**src/lbb_pkg.sv**
```systemverilog
// shared types and constants for the logo bitmap line blitter
package lbb_pkg;

   // fixed field widths of the stream and result beats
   localparam int BYTE_W    = 8;
   localparam int COLUMN_W  = 9;
   localparam int LINE_W    = 11;
   localparam int BYTE_COL_W = 6;

   // packed widths on the result channel
   localparam int RSP_DATA_W = 40;
   localparam int RSP_USER_W = 2;

   // one result beat as it leaves the parser
   typedef struct packed {
      logic                  write_valid;
      logic                  second_valid;
      logic [LINE_W-1:0]     dot_line;
      logic [BYTE_COL_W-1:0] byte_column;
      logic [BYTE_W-1:0]     first_part;
      logic [BYTE_W-1:0]     second_part;
      logic                  image_done;
      logic                  status;
   } result_type;

endpackage

```
**src/lbb_parser.sv**
```systemverilog
// logo stream parser: row/length state, bit-aligned placement and line advance
module lbb_parser #(
   parameter int LINE_BYTES = 48,
   parameter int MAX_LINES  = 2048
) (
   input  logic                           clock,
   input  logic                           reset,
   input  logic                           beat_accept,
   input  logic [lbb_pkg::BYTE_W-1:0]     stream_byte,
   input  logic                           image_start,
   input  logic [lbb_pkg::COLUMN_W-1:0]   start_column,
   output lbb_pkg::result_type            result,
   output logic                           result_valid
);

   // parse phases
   localparam logic [1:0] PH_IDLE   = 2'd0;
   localparam logic [1:0] PH_LEN_HI = 2'd1;
   localparam logic [1:0] PH_LEN_LO = 2'd2;
   localparam logic [1:0] PH_DATA   = 2'd3;

   logic [1:0]  phase_ff, phase_in;
   logic [7:0]  rows_left_ff, rows_left_in;
   logic [15:0] row_length_ff, row_length_in;
   logic [15:0] byte_index_ff, byte_index_in;
   logic [11:0] current_line_ff, current_line_in;
   logic        oom_ff, oom_in;

   logic [5:0]  lbytes;
   logic [2:0]  lbits;
   logic [16:0] index_next;
   logic [9:0]  col;
   logic [12:0] line_next;
   logic [7:0]  rows_dec;
   logic [15:0] shifted;
   logic [15:0] length_full;
   logic        finish;

   // next state and result for the accepted beat
   always_comb begin
      phase_in        = phase_ff;
      rows_left_in    = rows_left_ff;
      row_length_in   = row_length_ff;
      byte_index_in   = byte_index_ff;
      current_line_in = current_line_ff;
      oom_in          = oom_ff;
      result          = '0;
      result_valid    = 1'b0;
      finish          = 1'b0;

      lbytes      = start_column[8:3];
      lbits       = start_column[2:0];
      index_next  = {1'b0, byte_index_ff} + 17'd1;
      col         = {4'd0, lbytes} + {2'd0, byte_index_ff[7:0]};
      line_next   = {1'b0, current_line_ff} + 13'd1;
      rows_dec    = rows_left_ff - 8'd1;
      shifted     = {stream_byte, 8'h00} >> lbits;
      length_full = {row_length_ff[15:8], stream_byte};

      if (beat_accept) begin
         priority if (image_start) begin
            if (oom_ff) begin
               // refused image: done with out-of-memory status
               phase_in          = PH_IDLE;
               result.image_done = 1'b1;
               result.status     = 1'b1;
               result_valid      = 1'b1;
            end else begin
               rows_left_in  = stream_byte;
               row_length_in = '0;
               byte_index_in = '0;
               if (stream_byte == 8'd0) begin
                  phase_in          = PH_IDLE;
                  result.image_done = 1'b1;
                  result_valid      = 1'b1;
               end else begin
                  phase_in = PH_LEN_HI;
               end
            end
         end else begin
            unique case (phase_ff)
               PH_IDLE: begin
                  // stray byte outside an image
               end
               PH_LEN_HI: begin
                  row_length_in = {stream_byte, 8'h00};
                  phase_in      = PH_LEN_LO;
               end
               PH_LEN_LO: begin
                  row_length_in = length_full;
                  byte_index_in = '0;
                  if (length_full == 16'd0) begin
                     finish = 1'b1;
                  end else begin
                     phase_in = PH_DATA;
                  end
               end
               PH_DATA: begin
                  // keep the byte only while it fits the line
                  if (byte_index_ff < 16'(LINE_BYTES) && col < 10'(LINE_BYTES)) begin
                     result.write_valid  = 1'b1;
                     result.second_valid = (col + 10'd1) < 10'(LINE_BYTES);
                     result.dot_line     = current_line_ff[10:0];
                     result.byte_column  = col[5:0];
                     result.first_part   = shifted[15:8];
                     result.second_part  = shifted[7:0];
                     result_valid        = 1'b1;
                  end
                  byte_index_in = index_next[15:0];
                  if (index_next >= {1'b0, row_length_ff}) begin
                     finish = 1'b1;
                  end
               end
            endcase
         end
      end

      // end of row: advance the line, check limit and remaining rows
      if (finish) begin
         rows_left_in    = rows_dec;
         current_line_in = line_next[11:0];
         if (line_next >= 13'(MAX_LINES)) begin
            oom_in            = 1'b1;
            phase_in          = PH_IDLE;
            result.image_done = 1'b1;
            result.status     = 1'b1;
            result_valid      = 1'b1;
         end else if (rows_dec == 8'd0) begin
            phase_in          = PH_IDLE;
            result.image_done = 1'b1;
            result_valid      = 1'b1;
         end else begin
            phase_in = PH_LEN_HI;
         end
      end
   end

   // parser state
   always_ff @(posedge clock) begin
      if (reset) begin
         phase_ff        <= PH_IDLE;
         rows_left_ff    <= '0;
         row_length_ff   <= '0;
         byte_index_ff   <= '0;
         current_line_ff <= '0;
         oom_ff          <= 1'b0;
      end else begin
         phase_ff        <= phase_in;
         rows_left_ff    <= rows_left_in;
         row_length_ff   <= row_length_in;
         byte_index_ff   <= byte_index_in;
         current_line_ff <= current_line_in;
         oom_ff          <= oom_in;
      end
   end

endmodule

```
**src/lbb_skid.sv**
```systemverilog
// result register with a skid stage so the input side keeps flowing
module lbb_skid (
   input  logic                clock,
   input  logic                reset,
   input  logic                push,
   input  lbb_pkg::result_type push_data,
   output logic                push_ready,
   output logic                out_valid,
   output lbb_pkg::result_type out_data,
   input  logic                out_ready
);

   logic                out_valid_ff, out_valid_in;
   logic                skid_valid_ff, skid_valid_in;
   lbb_pkg::result_type out_data_ff, out_data_in;
   lbb_pkg::result_type skid_data_ff, skid_data_in;
   logic                pop;

   assign push_ready = !skid_valid_ff;
   assign out_valid  = out_valid_ff;
   assign out_data   = out_data_ff;

   // fill and drain of the two slots
   always_comb begin
      pop           = out_valid_ff && out_ready;
      out_valid_in  = out_valid_ff;
      skid_valid_in = skid_valid_ff;
      out_data_in   = out_data_ff;
      skid_data_in  = skid_data_ff;
      if (skid_valid_ff) begin
         if (pop) begin
            out_data_in   = skid_data_ff;
            skid_valid_in = 1'b0;
         end
      end else if (push) begin
         if (!out_valid_ff || pop) begin
            out_data_in  = push_data;
            out_valid_in = 1'b1;
         end else begin
            skid_data_in  = push_data;
            skid_valid_in = 1'b1;
         end
      end else if (pop) begin
         out_valid_in = 1'b0;
      end
   end

   // control flags
   always_ff @(posedge clock) begin
      if (reset) begin
         out_valid_ff  <= 1'b0;
         skid_valid_ff <= 1'b0;
      end else begin
         out_valid_ff  <= out_valid_in;
         skid_valid_ff <= skid_valid_in;
      end
   end

   // payload slots
   always_ff @(posedge clock) begin
      out_data_ff  <= out_data_in;
      skid_data_ff <= skid_data_in;
   end

endmodule

```
**src/logo_bitmap_line_blitter.sv**
```systemverilog
// top level of the logo bitmap line blitter
//
// Streams a monochrome logo in one byte per req beat: the beat with req_tuser
// high carries the row count, then each row comes as a big-endian 16-bit length
// and that many bitmap bytes. Kept bytes leave on the rsp channel as OR-writes
// (line, byte column, two shifted parts); the beat that ends the logo has
// rsp_tlast high and carries the status (0 ok, 1 out of memory).
// csr carries the start column; write it only while the block is idle.
// Throughput is one req beat per cycle while req_tready is high.
// A result is registered in the result register, or in the skid stage when
// that is full. Beats that produce no write and no end of logo give no rsp beat.
// The result register has a skid stage behind it: req_tready stays high while
// one result waits, and drops only once both slots hold results the receiver
// has not taken. Nothing is lost or repeated while rsp_tready is low.
// Reset clears the parse state, the line counter, the out-of-memory flag and
// the start column; req_tready is high as reset is released.
module logo_bitmap_line_blitter #(
   parameter int LINE_BYTES = 48,
   parameter int MAX_LINES  = 2048
) (
   input  logic                              clock,
   input  logic                              reset,
   // req_tdata: stream_byte[7:0]
   input  logic [7:0]                        req_tdata,
   // req_tuser: image_start[0]
   input  logic                              req_tuser,
   input  logic                              req_tvalid,
   output logic                              req_tready,
   // rsp_tdata: dot_line[10:0], byte_column[16:11], first_part[24:17],
   //            second_part[32:25], status[33], zero fill[39:34]
   output logic [lbb_pkg::RSP_DATA_W-1:0]    rsp_tdata,
   // rsp_tuser: write_valid[0], second_valid[1]
   output logic [lbb_pkg::RSP_USER_W-1:0]    rsp_tuser,
   output logic                              rsp_tlast,
   output logic                              rsp_tvalid,
   input  logic                              rsp_tready,
   input  logic [lbb_pkg::COLUMN_W-1:0]      csr_data,
   input  logic                              csr_valid,
   output logic                              csr_ready
);

   logic [lbb_pkg::COLUMN_W-1:0] start_column_ff;
   logic                         beat_accept;
   lbb_pkg::result_type          parse_result;
   logic                         parse_valid;
   lbb_pkg::result_type          rsp_result;

   assign csr_ready   = 1'b1;
   assign beat_accept = req_tvalid && req_tready;

   // start column register
   always_ff @(posedge clock) begin
      if (reset) begin
         start_column_ff <= '0;
      end else if (csr_valid && csr_ready) begin
         start_column_ff <= csr_data;
      end
   end

   lbb_parser #(
      .LINE_BYTES (LINE_BYTES),
      .MAX_LINES  (MAX_LINES)
   ) u_parser (
      .clock        (clock),
      .reset        (reset),
      .beat_accept  (beat_accept),
      .stream_byte  (req_tdata),
      .image_start  (req_tuser),
      .start_column (start_column_ff),
      .result       (parse_result),
      .result_valid (parse_valid)
   );

   lbb_skid u_skid (
      .clock      (clock),
      .reset      (reset),
      .push       (beat_accept && parse_valid),
      .push_data  (parse_result),
      .push_ready (req_tready),
      .out_valid  (rsp_tvalid),
      .out_data   (rsp_result),
      .out_ready  (rsp_tready)
   );

   // pack the result beat
   assign rsp_tdata = {6'd0, rsp_result.status, rsp_result.second_part,
                       rsp_result.first_part, rsp_result.byte_column,
                       rsp_result.dot_line};
   assign rsp_tuser = {rsp_result.second_valid, rsp_result.write_valid};
   assign rsp_tlast = rsp_result.image_done;

endmodule

```
**config.mk**
```make
export PLATFORM = sky130hd
export DESIGN_NAME = logo_bitmap_line_blitter
export DESIGN_NICKNAME = d
export VERILOG_FILES = /design/src/lbb_pkg.sv /design/src/lbb_parser.sv /design/src/lbb_skid.sv /design/src/logo_bitmap_line_blitter.sv
export SDC_FILE = /design/constraint.sdc
export NUM_CORES = 1
export LEC_CHECK = 0
export BUFFER_PORTS_ARGS = -buffer_cell sky130_fd_sc_hd__buf_2
export CELL_PAD_IN_SITES_DETAIL_PLACEMENT = 2
export CELL_PAD_IN_SITES_GLOBAL_PLACEMENT = 2
export CORE_ASPECT_RATIO = 1.75
export CORE_UTILIZATION = 38
export CTS_CLUSTER_SIZE = 14
export DETAILED_ROUTE_END_ITERATION = 7
export GPL_ROUTABILITY_DRIVEN = 0
export PLACE_DENSITY_LB_ADDON = 0.3
export SLEW_MARGIN = 30
export SYNTH_ARGS = -nofsm -noshare
export SYNTH_HDL_FRONTEND = slang
export SYNTH_SLANG_ARGS = --single-unit
```
**constraint.sdc**
```tcl
create_clock -name clock -period 8 [get_ports clock]
set_input_delay 0.4 -clock clock [delete_from_list [all_inputs] [get_ports clock]]
set_output_delay 0.4 -clock clock [all_outputs]
set_load 0.02 [all_outputs]
```
=== Yosys cells after proc, flatten, opt, wreduce, memory -nomap -nowiden ===
Index checks and enable logic that the tools add are counted.

* Bits in registers: 140
* Input port bits: 23
* Word-level logic and storage cells: 129

* Add/sub/neg operators: 5
* Magnitude comparators: 5
* Equality and inequality tests: 9
* Shift operators: 1
* Multiplexer cells: 53
* Bitwise logic cells: 2
* Reduce and logical (&&, ||, !) cells: 28

{| class="wikitable"
|+ Operator list
! operator !! count
|-
| $mux W37 || 5
|-
| $mux W35 || 3
|-
| $pmux W16 S2 || 2
|-
| $mux W16 || 3
|-
| $mux W8 || 4
|-
| $mux W1 || 27
|-
| $reduce_and A3 Y1 || 7
|-
| $lt A10 B6 Y1 const B || 2
|-
| $add A16 B1 Y17 const B || 1
|-
| $ge A17 B16 Y1 || 1
|-
| $logic_not A16 Y1 || 1
|-
| $logic_not A8 Y1 || 2
|-
| $lt A16 B6 Y1 const B || 1
|-
| $shr A16 B3 Y16 || 1
|-
| $mux W2 || 7
|-
| $add A12 B1 Y13 const B || 1
|-
| $ge A13 B12 Y1 const B || 1
|-
| $reduce_bool A2 Y1 || 6
|-
| $add A10 B1 Y10 const B || 1
|-
| $ne A2 B2 Y1 const B || 5
|-
| $add A6 B8 Y9 || 1
|-
| $sub A8 B1 Y8 const B || 1
|-
| $reduce_bool A3 Y1 || 2
|-
| $eq A2 B2 Y1 const B || 2
|-
| other kinds (11) || 16
|}

=== Depth between registers and ports, before layout ===
* Word-level depth: 13
* Gate-level depth with buffers: 16

=== By module ===
A second synthesis with hierarchy kept.

* Cells, all modules: 714
* Area total of the unflattened synthesis: 7,507.2 um^2

{| class="wikitable"
|+ By module, submodules not included
! module !! times used !! cells an instance !! area an instance (um^2) !! sequential area each (um^2)
|-
| lbb_parser || 1 || 545 || 4,127.7 || 1,101.1
|-
| lbb_skid || 1 || 129 || 2,987.9 || 2,262.2
|-
| logo_bitmap_line_blitter || 1 || 40 || 391.6 || 180.2
|}

=== Least setup slack after synthesis ===
No wires, ideal clock.

* Kind: reg-to-reg
* Start point: register u_parser.byte_index_ff[0]
* End point: register u_skid.skid_data_ff[0] in the netlist's numbering, enable pin
* Library setup time: 485 ps
* Arrival: 5,356 ps
* Data required time: 7,515 ps
* Setup slack: 2,159 ps
* Stages on the path, launching flop included: 14
* Path through: dfxtp_1 ha_1 nand4_2 nor4_4 nand3_1 xnor2_1 ha_1 nand2_1 nor3_1 nand2_1 nand3_1 o21ai_1 o21a_1 a21boi_0

* Cells in the longest elaborated chain, start to end: 12

{| class="wikitable"
|+ RTL lines
! what !! line !! text
|-
| start, declared || lbb_parser.sv:25 || <nowiki>logic [15:0] byte_index_ff, byte_index_in;</nowiki>
|-
| start signal, assigned || lbb_parser.sv:151 || <nowiki>byte_index_ff <= byte_index_in;</nowiki>
|-
| parallel branches: the longest is 9 deep, another holds $add A16 B1 Y17 || - ||
|-
| $mux W1 (*) || lbb_parser.sv:119 || <nowiki>if (finish) begin</nowiki>
|-
| $logic_and A1 B1 Y1 (*) || logo_bitmap_line_blitter.sv:77 || <nowiki>.push (beat_accept && parse_valid),</nowiki>
|-
| $reduce_and A3 Y1 (no line) (*) || - ||
|-
| end signal, assigned || lbb_skid.sv:62 || <nowiki>skid_data_ff <= skid_data_in;</nowiki>
|-
| end, declared || lbb_skid.sv:16 || <nowiki>lbb_pkg::result_type skid_data_ff, skid_data_in;</nowiki>
|}

Mark *: on every way between the ends.
A chain may end at the register's enable or synchronous reset.

=== Worst setup path in the final report ===
* Start point: register u_parser.byte_index_ff[0]
* End point: register u_skid.out_data_ff, in the netlist u_skid.out_data[20], enable pin

* Cells in the longest elaborated chain, start to end: 13

{| class="wikitable"
|+ RTL lines
! what !! line !! text
|-
| parallel branches: the longest is 9 deep, another holds $add A16 B1 Y17 || - ||
|-
| $mux W1 (*) || lbb_parser.sv:119 ||
|-
| $logic_and A1 B1 Y1 (*) || logo_bitmap_line_blitter.sv:77 ||
|-
| $reduce_bool A2 Y1 (no line) (*) || - ||
|-
| $reduce_and A3 Y1 (no line) (*) || - ||
|-
| end signal, assigned || lbb_skid.sv:61 || <nowiki>out_data_ff <= out_data_in;</nowiki>
|-
| end, declared || lbb_skid.sv:15 || <nowiki>lbb_pkg::result_type out_data_ff, out_data_in;</nowiki>
|}

Marks and branches as above.

==> metrics.yaml <==
placed_design:
  dp_worst_setup_slack_ns: 3.583
  numPortBuffers: 60
  place_area_sq_um: 7674
  hpwl_microns: 16410
  place_inst: 1018
synth:
  synth-simple-area-share_pct: 19.74
  synth_top_family_by_area: "simple AND/OR/NAND/NOR gates"
  synth_fa_ha_area_share_pct: 4.792
  synth_compound_area_share_pct: 15.04
  syn_area_per_cell_sq_um: 9.444
  async_flop_share_pct: 0
  yosysWarnings: 0
  synth-edff-count: 72
  ys.flop_type: "edfxtp_1"
  synth.ff_latch_count: 138
  synthDistinctLibCells: 64
  synthMuxAreaShare_pct: 3.994
  yosysSeqAreaShare_pct: 48.34
  synth_xor_area_share_pct: 2.674
  synth_area_sq_um: 7206
  syn_inst: 763
sta:
  rsz0062_at_grt: "false"
  hold_violations: 0
  worstMarginPinSlew_ns: 0.9144
  fin_crit_ns: 4.444
  fin_crit_sh_pct: 55.55
  finalSetupTns_ns: 0
  fmax_mhz: 225.0
  finalMaxSlewViolations: 0
  setup_slack_ns: 3.556
  clock_skew_ns: 0.007764
  slew_headroom_pct: 38.98
  setup_violations: 0
run:
  drv_cap: 0
clock_network:
  clkTransAtPathRegs_ns: 0.06
  clock_latency_ns: 0.43
  cts_root_buf: "clkbuf_16"
  hold_buffers: 0
  post_cts_buffers: 0
  cts_buffers: 17
  ctsHtreeMaxLevel: 4
  cts_sinks: 138
  cts_resized: 0
  cts_tree: "built"
  clock_path_buffers: 2
final_layout:
  final_nets: 849
  final_cell_area_sq_um: 8307
  drive_gt1_share_pct: 15.15
  fill_cells: 1991
  area_delta_synth_final_pct: 15.28
  post-route-util_pct: 44.71
  fin_cells: 1050
  diodes: 0
setup_path:
  arrival_ns: 4.57
  critPathKind: "reg -> reg"
  slowest_stage: "a31oi_4"
  critPathLaunchType: "flip-flop"
  max_stage_delay_ns: 0.57
  crit_buf_inv: 1
  crit_required_ns: 8.13
  end_kind: "flip-flop"
  worstPathCellList: "ha_1 -> nand4_2 -> nor4_4 -> nand3_1 -> xnor2_1 -> ha_1 -> nand2_1 -> nor3_1 -> nand2_1 -> nand3_1 -> o21ai_1 -> o21a_1 -> a31oi_4 -> buf_8"
  path_max_fanout: 22
  cp_top_family: "simple AND/OR/NAND/NOR gates"
route:
  drc: 0
  num_vias: 5995
  met3WireLength_microns: 542
  wl_met2_microns: 13360
  met1_length_microns: 8274
  via_per_inst: 5.710
  drt_iter0_drc: 211
  wl_per_cell_microns: 22.13
  ant_nets: 0
  highest_layer: "met4"
  dr.pass1.iters: 4
  finalWirelength_microns: 23230
die:
  row_count: 66
  io_pins: 69
  start_util_pct: 38.78
  die_w_microns: 106.1
  core_sq_um: 18580
  die-area_sq_um: 19540
  die_h_microns: 184.2
grt:
  grt_pass1_wl_microns: 37120
  grt_max_degree: 66
  grt_pass1_vias: 6776
  antenna_found_initial: 0
  overflow: 0
  grt_usage_pct: 25.27
power_and_ir_drop:
  cellPowerDensity_nw_per_um2: 204.3
  leakage_nw: 3.204
  irDropWorstVdd_v: 0.0001175
run_status:
  status: "complete, no violations"
min_path:
  hold_class: "in -> reg"
worst min-delay path, delay by kind of cell:
kind / cells / cell delay (ns)
buffers and inverters: 1 / 0.08
multiplexers: 1 / 0.06
AND/OR/NAND/NOR: 1 / 0.08
registers in the layout, indices dropped and copies added (netlist names):
| name | cells |
|---|---|
| u_skid.out_data | 36 |
| start_column_ff | 9 |
| u_skid.skid_data_ff | 36 |
| u_parser.current_line_ff | 12 |
| u_parser.phase_ff | 2 |
| u_parser.oom_ff | 1 |
| u_parser.rows_left_ff | 8 |
| u_parser.row_length_ff | 16 |
| u_parser.byte_index_ff | 16 |
| u_skid.skid_valid_ff | 1 |
| u_skid.out_valid | 1 |
area by class of cell:
type | count | area (sq um) | share of cell area [%]
Sequential cell | 138 | 3483 | 41.93
Multi-Input combinational cell | 541 | 3408 | 41.03
Clock buffer | 17 | 425.4 | 5.121
Timing Repair Buffer | 66 | 360.3 | 4.338
Tap cell | 238 | 297.8 | 3.585
Clock inverter | 15 | 200.2 | 2.410
Inverter | 35 | 131.4 | 1.582
layout by cell type, fill, tap and decap left out, drive strengths merged, types with 3 or more instances in the layout:
cell and n:
a211o 3, a211oi 6, a21oi 54, a22o 11, a22oi 5, a31oi 7
a32o 4, and2 11, and3 11, buf 66, bufinv 4, clkbuf 17
clkinv 7, clkinvlp 3, conb 8, dfxtp 66, edfxtp 72, ha 26
inv 36, mux2 6, mux2i 22, nand2 81, nand2b 4, nand3 32
nand4 8, nor2 80, nor2b 7, nor3 17, nor4 8, o211ai 7
o21a 3, o21ai 40, o31ai 13, or2 3, or3 9, or4 13
xnor2 9, xor2 13
cells in the mapped netlist, types with 7 or more instances:
cell type,n,area (sq um)
nand3_1,31,155.2
xor2_1,13,113.9
nor2_1,80,300.3
buf_4,8,60.06
ha_1,26,325.3
edfxtp_1,72,2162
and3_1,11,68.82
nor3_1,17,85.08
o31ai_1,13,97.59
or3_1,9,56.30
or4_1,11,82.58
nand2_1,81,304.0
a22o_1,11,96.34
nand4_1,7,43.79
mux2i_1,22,220.2
inv_1,33,123.9
a21oi_1,54,270.3
dfxtp_1,66,1321
nor2b_1,7,43.79
clkbuf_1,39,146.4
and2_1,11,68.82
o21ai_0,35,175.2
xnor2_1,9,78.83
per-stage QoR:
step	total power, mW	hold WS (ns)
6_report	1.697	0.2190
5_1_grt	1.745	0.2185
4_1_cts	1.710	0.2105
3_5_place_dp	0.8655	0.4534
3_3_place_gp	0.8597	0.4434
2_1_floorplan	0.8323	0.4319
power by group:
group	switching, mW	internal (mW)
registers	0.0100	0.744
clock network	0.323	0.522
logic	0.0677	0.0307
total	0.400	1.30
final timing paths:
path | end | start | cells past startpoint | slack (ns)
setup reg to reg | u_skid.out_data[20] | u_parser.byte_index_ff[0] | 14 | 3.56
hold reg to reg | u_parser.row_length_ff[1] | u_parser.row_length_ff[1] | 2 | 0.46
setup / recovery | u_skid.out_data[20] | u_parser.byte_index_ff[0] | 14 | 3.56
hold / removal | start_column_ff[8] | csr_data[8] | 3 | 0.22
per-layer routing:
layer / global-route usage, % / up-vias
met4: 14.33 / 0
met2: 49.67 / 115
met1: 24.51 / 3027
met3: 3.819 / 53
li1: - / 2800
met5: 0 / -
logic make-up (layout without fill, tap and decap cells):
| family | after synthesis | in the layout |
|---|---|---|
| adders and majority gates | 27 | 27 |
| xor gates and xnor gates | 22 | 22 |
| muxes | 28 | 28 |
| other | 2 | 8 |
| DFF | 138 | 138 |
| AOI/OAI and AO/OA | 167 | 167 |
| buffers and inverters | 90 | 133 |
| and+or+nand+nor | 289 | 289 |
Note: power is estimated with default switching activity, not from simulation.
